==> config.mk <==
export PLATFORM = sky130hd
export DESIGN_NAME = msct_ctrl
export DESIGN_NICKNAME = d
export VERILOG_FILES = /design/src/hw/rtl/moving_sphere_collision_time_assert.svh /design/src/hw/rtl/msct_pkg.sv /design/src/hw/rtl/msct_ctrl.sv
export SDC_FILE = /design/constraint.sdc
export NUM_CORES = 1
export LEC_CHECK = 0
export CAP_MARGIN = 20
export CORE_MARGIN = 10
export CORE_UTILIZATION = 45
export DETAILED_ROUTE_END_ITERATION = 10
export DONT_BUFFER_PORTS = 1
export HOLD_SLACK_MARGIN = 0.06
export PLACE_DENSITY_LB_ADDON = 0.2
export SLEW_MARGIN = 20
export SYNTH_ARGS = -nofsm -noshare
export SYNTH_HDL_FRONTEND = slang
export SYNTH_SLANG_ARGS = --single-unit
==> constraint.sdc <==
create_clock -name clk -period 1.69 [get_ports clk]
set_input_delay 0.169 -clock clk [delete_from_list [all_inputs] [get_ports clk]]
set_output_delay 0.169 -clock clk [all_outputs]
set_load 0.02 [all_outputs]
==> src/hw/rtl/moving_sphere_collision_time_assert.svh <==
// ----------------------------------------------------------------------------
// Assertion macros for the moving sphere collision time block
// Clocked on clk, disabled while arst_n is low.
// ----------------------------------------------------------------------------
`ifndef MOVING_SPHERE_COLLISION_TIME_ASSERT_SVH
`define MOVING_SPHERE_COLLISION_TIME_ASSERT_SVH

// consequent must hold in the same cycle as the antecedent
`define MSCT_ASSERT_NOW(lbl, ante, cons, msg) \
	lbl: assert property (@(posedge clk) disable iff (!arst_n) (ante) |-> (cons)) \
		else $error(msg);

// consequent must hold in the cycle after the antecedent
`define MSCT_ASSERT_NEXT(lbl, ante, cons, msg) \
	lbl: assert property (@(posedge clk) disable iff (!arst_n) (ante) |=> (cons)) \
		else $error(msg);

`endif

==> src/hw/rtl/msct_pkg.sv <==
// ----------------------------------------------------------------------------
// msct_pkg
// Shared types, constants and the multiply sequence for the collision block.
// ----------------------------------------------------------------------------
package msct_pkg;

	localparam int POS_WIDTH  = 24;
	localparam int FAR_BITS   = 20;
	localparam int P_WIDTH    = FAR_BITS + 1;
	localparam int FAR_LIMIT  = 1 << FAR_BITS;
	localparam int HEAD_LIMIT = 16384;
	localparam int IN_BITS    = 3 * POS_WIDTH + 5 * 16;
	localparam int IN_BYTES   = (IN_BITS + 7) / 8;
	localparam logic [15:0] HORIZON_RESET = 16'd49152;

	// multiply steps: first group builds W, A, B, C; second group builds Disc
	localparam int MUL1_STEPS = 16;
	localparam int MUL2_END   = 24;
	localparam int SQRT_ITERS = 55;
	localparam int DIV_ITERS  = 16;

	typedef enum logic [4:0] {
		OP_ZERO, OP_H0X, OP_H0Y, OP_H0Z, OP_S0, OP_H1X, OP_H1Y, OP_H1Z, OP_S1,
		OP_WX, OP_WY, OP_WZ, OP_PX, OP_PY, OP_PZ, OP_D,
		OP_BLO, OP_BHI, OP_ALO, OP_AHI, OP_CLO, OP_CHI
	} opnd_t;

	typedef enum logic [2:0] {
		DST_NONE, DST_W0, DST_W1, DST_W2, DST_A, DST_B, DST_C, DST_DISC
	} dst_t;

	typedef enum logic [1:0] {SH_0, SH_32, SH_64} shift_t;

	typedef struct packed {
		opnd_t  sel_a;
		opnd_t  sel_b;
		dst_t   dst;
		logic   sub;
		logic   negc;
		shift_t sh;
	} uop_t;

	typedef struct packed {
		logic       load_first;
		logic       load_second;
		logic       mul_en;
		logic [4:0] step;
		logic       abs_en;
		logic       sqrt_init;
		logic       sqrt_step;
		logic       root_en;
		logic       div_init;
		logic       div_step;
		logic       q_clr;
		logic       out_write;
	} cmd_t;

	typedef struct packed {
		logic far;
		logic a_zero;
		logic disc_neg;
		logic no_root;
		logic too_big;
	} status_t;

	// saturate a heading component to the unit range
	function automatic logic signed [15:0] head_sat(logic [15:0] v);
		logic signed [15:0] h;
		h = $signed(v);
		if (h > 16'(HEAD_LIMIT))
			return 16'(HEAD_LIMIT);
		if (h < -16'(HEAD_LIMIT))
			return -16'(HEAD_LIMIT);
		return h;
	endfunction

	function automatic uop_t uop_mk(opnd_t a, opnd_t b, dst_t d, logic s, logic n, shift_t sh);
		uop_t u;
		u.sel_a = a;
		u.sel_b = b;
		u.dst   = d;
		u.sub   = s;
		u.negc  = n;
		u.sh    = sh;
		return u;
	endfunction

	// multiply sequence, one product per step
	function automatic uop_t ucode(logic [4:0] idx);
		uop_t u;
		unique case (idx)
			5'd0:    u = uop_mk(OP_H0X, OP_S0,  DST_W0,   1'b0, 1'b0, SH_0);
			5'd1:    u = uop_mk(OP_H1X, OP_S1,  DST_W0,   1'b1, 1'b0, SH_0);
			5'd2:    u = uop_mk(OP_H0Y, OP_S0,  DST_W1,   1'b0, 1'b0, SH_0);
			5'd3:    u = uop_mk(OP_H1Y, OP_S1,  DST_W1,   1'b1, 1'b0, SH_0);
			5'd4:    u = uop_mk(OP_H0Z, OP_S0,  DST_W2,   1'b0, 1'b0, SH_0);
			5'd5:    u = uop_mk(OP_H1Z, OP_S1,  DST_W2,   1'b1, 1'b0, SH_0);
			5'd6:    u = uop_mk(OP_WX,  OP_WX,  DST_A,    1'b0, 1'b0, SH_0);
			5'd7:    u = uop_mk(OP_WY,  OP_WY,  DST_A,    1'b0, 1'b0, SH_0);
			5'd8:    u = uop_mk(OP_WZ,  OP_WZ,  DST_A,    1'b0, 1'b0, SH_0);
			5'd9:    u = uop_mk(OP_PX,  OP_WX,  DST_B,    1'b0, 1'b0, SH_0);
			5'd10:   u = uop_mk(OP_PY,  OP_WY,  DST_B,    1'b0, 1'b0, SH_0);
			5'd11:   u = uop_mk(OP_PZ,  OP_WZ,  DST_B,    1'b0, 1'b0, SH_0);
			5'd12:   u = uop_mk(OP_PX,  OP_PX,  DST_C,    1'b0, 1'b0, SH_0);
			5'd13:   u = uop_mk(OP_PY,  OP_PY,  DST_C,    1'b0, 1'b0, SH_0);
			5'd14:   u = uop_mk(OP_PZ,  OP_PZ,  DST_C,    1'b0, 1'b0, SH_0);
			5'd15:   u = uop_mk(OP_D,   OP_D,   DST_C,    1'b1, 1'b0, SH_0);
			5'd16:   u = uop_mk(OP_BLO, OP_BLO, DST_DISC, 1'b0, 1'b0, SH_0);
			5'd17:   u = uop_mk(OP_BLO, OP_BHI, DST_DISC, 1'b0, 1'b0, SH_32);
			5'd18:   u = uop_mk(OP_BHI, OP_BLO, DST_DISC, 1'b0, 1'b0, SH_32);
			5'd19:   u = uop_mk(OP_BHI, OP_BHI, DST_DISC, 1'b0, 1'b0, SH_64);
			5'd20:   u = uop_mk(OP_ALO, OP_CLO, DST_DISC, 1'b0, 1'b1, SH_0);
			5'd21:   u = uop_mk(OP_ALO, OP_CHI, DST_DISC, 1'b0, 1'b1, SH_32);
			5'd22:   u = uop_mk(OP_AHI, OP_CLO, DST_DISC, 1'b0, 1'b1, SH_32);
			5'd23:   u = uop_mk(OP_AHI, OP_CHI, DST_DISC, 1'b0, 1'b1, SH_64);
			default: u = uop_mk(OP_ZERO, OP_ZERO, DST_NONE, 1'b0, 1'b0, SH_0);
		endcase
		return u;
	endfunction

endpackage

==> src/hw/rtl/msct_ctrl.sv <==
// ----------------------------------------------------------------------------
// msct_ctrl
// Sequencer: steps the datapath through products, square root and division.
// ----------------------------------------------------------------------------
module msct_ctrl (
	input  logic              clk,
	input  logic              arst_n,
	input  logic              s_tvalid,
	input  logic              s_tuser,
	output logic              s_tready,
	input  logic              m_tready,
	output logic              m_tvalid,
	input  msct_pkg::status_t status,
	output msct_pkg::cmd_t    cmd
);

	typedef enum logic [9:0] {
		ST_IDLE   = 10'b0000000001,
		ST_MUL1   = 10'b0000000010,
		ST_ABS    = 10'b0000000100,
		ST_MUL2   = 10'b0000001000,
		ST_SQCHK  = 10'b0000010000,
		ST_SQRT   = 10'b0000100000,
		ST_ROOT   = 10'b0001000000,
		ST_DIVCHK = 10'b0010000000,
		ST_DIV    = 10'b0100000000,
		ST_FIN    = 10'b1000000000
	} state_t;

	state_t     state_q, state_d;
	logic [5:0] cnt_q, cnt_d;
	logic       out_valid_q;
	logic       s_acc;

	assign s_tready = (state_q == ST_IDLE);
	assign s_acc    = s_tvalid & s_tready;
	assign m_tvalid = out_valid_q;

	// next state and commands
	always_comb begin
		state_d = state_q;
		cnt_d   = cnt_q;
		cmd     = '0;
		cmd.step = cnt_q[4:0];
		unique case (state_q)
			ST_IDLE: begin
				if (s_acc && !s_tuser) begin
					cmd.load_first = 1'b1;
				end else if (s_acc) begin
					cmd.load_second = 1'b1;
					cnt_d   = '0;
					state_d = ST_MUL1;
				end
			end
			ST_MUL1: begin
				cnt_d = cnt_q + 6'd1;
				if (cnt_q == 6'(msct_pkg::MUL1_STEPS)) begin
					state_d = ST_ABS;
				end else begin
					cmd.mul_en = 1'b1;
				end
			end
			ST_ABS: begin
				cmd.abs_en = 1'b1;
				cnt_d = 6'(msct_pkg::MUL1_STEPS);
				if (status.far || status.a_zero) begin
					cmd.q_clr = 1'b1;
					state_d = ST_FIN;
				end else begin
					state_d = ST_MUL2;
				end
			end
			ST_MUL2: begin
				cnt_d = cnt_q + 6'd1;
				if (cnt_q == 6'(msct_pkg::MUL2_END)) begin
					state_d = ST_SQCHK;
				end else begin
					cmd.mul_en = 1'b1;
				end
			end
			ST_SQCHK: begin
				cnt_d = '0;
				if (status.disc_neg) begin
					cmd.q_clr = 1'b1;
					state_d = ST_FIN;
				end else begin
					cmd.sqrt_init = 1'b1;
					state_d = ST_SQRT;
				end
			end
			ST_SQRT: begin
				cmd.sqrt_step = 1'b1;
				cnt_d = cnt_q + 6'd1;
				if (cnt_q == 6'(msct_pkg::SQRT_ITERS - 1))
					state_d = ST_ROOT;
			end
			ST_ROOT: begin
				cmd.root_en = 1'b1;
				if (status.no_root) begin
					cmd.q_clr = 1'b1;
					state_d = ST_FIN;
				end else begin
					state_d = ST_DIVCHK;
				end
			end
			ST_DIVCHK: begin
				cnt_d = '0;
				if (status.too_big) begin
					cmd.q_clr = 1'b1;
					state_d = ST_FIN;
				end else begin
					cmd.div_init = 1'b1;
					state_d = ST_DIV;
				end
			end
			ST_DIV: begin
				cmd.div_step = 1'b1;
				cnt_d = cnt_q + 6'd1;
				if (cnt_q == 6'(msct_pkg::DIV_ITERS - 1))
					state_d = ST_FIN;
			end
			ST_FIN: begin
				// hand the result over once the output register is free
				if (!out_valid_q || m_tready) begin
					cmd.out_write = 1'b1;
					state_d = ST_IDLE;
				end
			end
			default: state_d = ST_IDLE;
		endcase
	end

	always_ff @(posedge clk or negedge arst_n) begin
		if (!arst_n) begin
			state_q     <= ST_IDLE;
			cnt_q       <= '0;
			out_valid_q <= 1'b0;
		end else begin
			state_q <= state_d;
			cnt_q   <= cnt_d;
			if (cmd.out_write)
				out_valid_q <= 1'b1;
			else if (m_tready)
				out_valid_q <= 1'b0;
		end
	end

endmodule

==> key figures <==
Status
  – Run status: finished, violations left
  – Violated checks: negative setup slack

Timing
  – Worst Clk Skew: 0.00562 ns
  – Final cycle utilization of the critical path: 125%
  – Hold Violations, Final: 0
  – RSZ-0062 raised after global routing: true
  – Max-slew violation count: 0
  – Final Critical Period: 2.11 ns
  – Final count of negative-setup-slack endpoints: 28
  – Slew Limit Headroom: roughly 43%
  – Final Hold Slack: between 0.1 and 0.15 ns
  – Least setup slack across all paths after layout: -0.423 ns
  – Total Negative Setup Slacks: -7.52 ns
  – Fmax achieved: 473 MHz
  – Transition time at the pin with the least slew margin: 0.847 ns

Clock network
  – Clock buffers created by TritonCTS: 3
  – H-tree Lvls: 1
  – CTS Root Buffer Type: sky130_fd_sc_hd__clkbuf_4
  – Count of clock tree sinks: 17
  – Deepest clock path buffer count: 2
  – TritonCTS clock tree: done
  – Register clock-pin slew on the reported worst setup and hold paths: approximately 0.10 ns
  – Clock latency of the later-clocked register in the worst-skew pair: 0.29 ns

Floorplan
  – Number of placement rows: 18
  – Die height: approximately 72 um
  – Starting density of the core: 48.0%
  – Core area: between 2000 and 2500 sq um
  – Horizontal extent of the die: 71.6 um
  – I/O pin cnt: 28
  – Area of the die: about 5000 sq um

Global route
  – Total gr overflow: 0
  – Antenna violations before repair: 0
  – Grt peak-use layer: met2
  – Via count of the first global-routing pass: 1543
  – Global Route met1 Usage: ~18%
  – Global routing usage summed across all routing layers: roughly 19%
  – Met2 track demand over resource: 34.6%
  – Global-route wire length before repair: about 7700 um
  – Fraction of met3 tracks used by global routing: roughly 5.6%
  – Maximum number of pins on one net before global-route repair: 18

Critical path
  – Number of cells on the critical path: 8
  – Cell type group with the largest total delay on the critical path: buffers and inverters
  – Worst path required time: 1.52 ns
  – Cell with the largest stage delay on the worst path: sky130_fd_sc_hd__dfrtp_2
  – Buffers plus inverters on the worst setup path: 4
  – Cells traversed along the worst timing path: buf_4 -> buf_4 -> nor2_4 -> and3_1 -> buf_4 -> nand3b_1 -> nor2b_1 -> buf_4
  – Reg-to-Reg End: state_q[9]
  – Minimum setup slack among reg-to-reg paths: -0.38 ns
  – Data arrival time of the critical path: between 1.5 and 2 ns
  – Cells on worst reg2reg path: 8
  – Top cell by count, worst path: sky130_fd_sc_hd__buf_4
  – Startpoint types: flop
  – Slowest Stage Delay on Critical Path: approximately 0.45 ns
  – Critical R2R Launch: state_q[5]
  – Peak fanout along the critical path: 4
  – CP Capture Type: primary output
  – Critical path startpoint: state_q[3]
  – Critical path start-end classification: flop to primary output
  – End point of the critical path: cmd[0]

Finish
  – Most common cell after layout, fill and taps aside: sky130_fd_sc_hd__buf_4
  – Nets: roughly 220
  – Post-route insts no fill: ~240
  – Fillers: around 110
  – Top library cells by usage in the layout, fill and taps aside: sky130_fd_sc_hd__buf_4, sky130_fd_sc_hd__buf_6, sky130_fd_sc_hd__dfrtp_1, sky130_fd_sc_hd__nand2_1, sky130_fd_sc_hd__nor2_1
  – Fraction of layout cells with a size suffix above 1: roughly 63%
  – Ant. Diodes: 0
  – Layout Area Growth over Synthesis: 83.8%

Yosys
  – Count of different cell masters after synthesis: 42
  – Largest family of logic cells by synthesized area: simple AND/OR/NAND/NOR gates
  – Post-synth EDFFs: 0
  – Async S/R FF share, synth: 100%
  – Cell area after synthesis: approximately 1200 sq um
  – Synthesis-stage register bit count: 17
  – Multiplexer share of the synthesized area: 0%
  – Post-Syn Area per Cell: 9.37 sq um
  – Synth Net Count: between 100 and 150
  – Register area share after synthesis: 35.6%
  – Prevailing post-synth register cell: sky130_fd_sc_hd__dfrtp_1
  – Mapped Cells: roughly 130
  – Post-synthesis compound-gate area fraction: 19.5%
  – Parity-gate share of the synthesized area counting xor and xnor cells: between 1 and 1.5%
  – Synth Area in Adders: roughly 3.1%
  – Share of synthesized cell area in and, or, nand and nor gates: around a third
  – Count of synthesis-stage warnings from yosys: 0

Pwr
  – Leakage Power: just over 1 nW
  – Power per standard cell area: 1540 nW/um^2
  – Peak supply drop: about 1.5 mV

Place
  – Setup slack after placement: -0.103 ns
  – RePlAce Congestion: 0.932
  – Total instance count after detailed placement: 191
  – Count of buffers from port buffering: 0
  – HPWL after detailed placement: 2650 um

Detailed routing
  – Antenna-violating nets left: 0
  – Number of design-rule violations left by the first detailed-router iteration: ~180
  – Detail-routed net length per standard cell: approximately 27 um
  – Count of TritonRoute iterations in the first routing pass: 5
  – Vias per cell: 6.63
  – Routed WL: between 6000 and 7000 um
  – Total vias in the final route: approximately 1600
  – # DRC: 0

Hold path
  – Hold_sp: s_tvalid
  – Worst min path class: input port to flop

Job
  – Number of max-capacitance violations reported: 0
cell families after synthesis:
kind of cell / after synthesis
buffers and inverters: 11
and+or+nand+nor: 67
AOI/OAI and AO/OA: 28
adders and majority gates: 3
xor gates and xnor gates: 2
DFF: 17
worst register-to-register path, cell delays in order (launching register included):
cell                       delay [ns]
sky130_fd_sc_hd__dfrtp_1         0.46
sky130_fd_sc_hd__nor3_4          0.32
sky130_fd_sc_hd__buf_4           0.17
sky130_fd_sc_hd__nand4_1         0.21
sky130_fd_sc_hd__buf_4           0.24
sky130_fd_sc_hd__o211ai_4        0.12
sky130_fd_sc_hd__buf_6           0.16
sky130_fd_sc_hd__nor3_4          0.06
sky130_fd_sc_hd__o32ai_2         0.23
flip-flops by register name (all words and copies together), names as in the netlist:
name	count
cnt_q	6
m_tvalid	1
state_q	10
final cells by class:
| class | instances | area [sq um] | area share, % |
|---|---|---|---|
| multi-input cells | 100 | 961 | 43.6 |
| inverters | 4 | 22.5 | 1.02 |
| well taps | 30 | 37.5 | 1.70 |
| flip-flops and latches | 17 | 432 | 19.6 |
| clock buffers | 4 | 26.3 | 1.19 |
| repair buffers | 80 | 727 | 33.0 |
where the power goes:
group	internal [mW]	leakage (nW)	total, mW	switching (mW)
combinational	1.20	0.767	2.58	1.37
sequential	0.500	0.223	0.610	0.110
clock	0.0916	0.0150	0.221	0.129
total	1.79	1.01	3.41	1.61
worst min path at each step:
stage                            end  slack [ns]  cells after the start
final                     state_q[0]        0.15                      3
after global routing      state_q[0]        0.17                      3
after CTS                 state_q[0]        0.14                      3
after detailed placement    cnt_q[2]       -0.13                      0
after global placement      m_tvalid       -0.13                      0
after floorplan             cnt_q[0]       -0.13                      0
cell usage after synthesis, drive strengths merged (2+ instances only):
cell / n / share of area, %
a21o: 2 / 1.3
a21oi: 5 / 2.1
a31oi: 3 / 1.6
and2: 2 / 1.0
and3: 3 / 1.6
and4: 3 / 2.2
buf: 7 / 4.7
dfrtp: 16 / 33
ha: 3 / 3.1
inv: 4 / 1.3
nand2: 13 / 4.3
nand2b: 3 / 1.6
nand3: 5 / 2.1
nand3b: 2 / 1.3
nand4: 6 / 3.6
nor2: 14 / 4.4
nor2b: 4 / 2.1
nor3: 6 / 4.4
nor3b: 4 / 3.4
o21ai: 5 / 2.1
o31ai: 3 / 3.4
xor2: 2 / 1.5
timing repair:
action | in CTS | in global routing
gates resized for setup | 52 | 30
setup endpoints to repair | 23 | 28
pin swaps | 24 | 14
endpoints found under the hold margin | 20 | 0
hold buffers | 6 | 0
setup buffers | 23 | 13
per-stage QoR:
stage / total power, mW / utilization [%] / cell area (sq um)
final: 3.41 / 88.2 / 2210
after global routing: 3.55 / 88.2 / 2210
after CTS: 2.72 / 78.9 / 1970
after detailed placement: 2.01 / 60.3 / 1510
after global placement: 1.98 / 60.3 / 1510
after floorplan: 1.56 / - / 1220
layer usage:
layer  vias to the layer above  wire length (um)
li1                        627                 -
met1                       717              2020
met2                       149              2950
met3                        64               648
met4                         0               667
met5                         -                 0
Power figures use the tool's default switching activity.
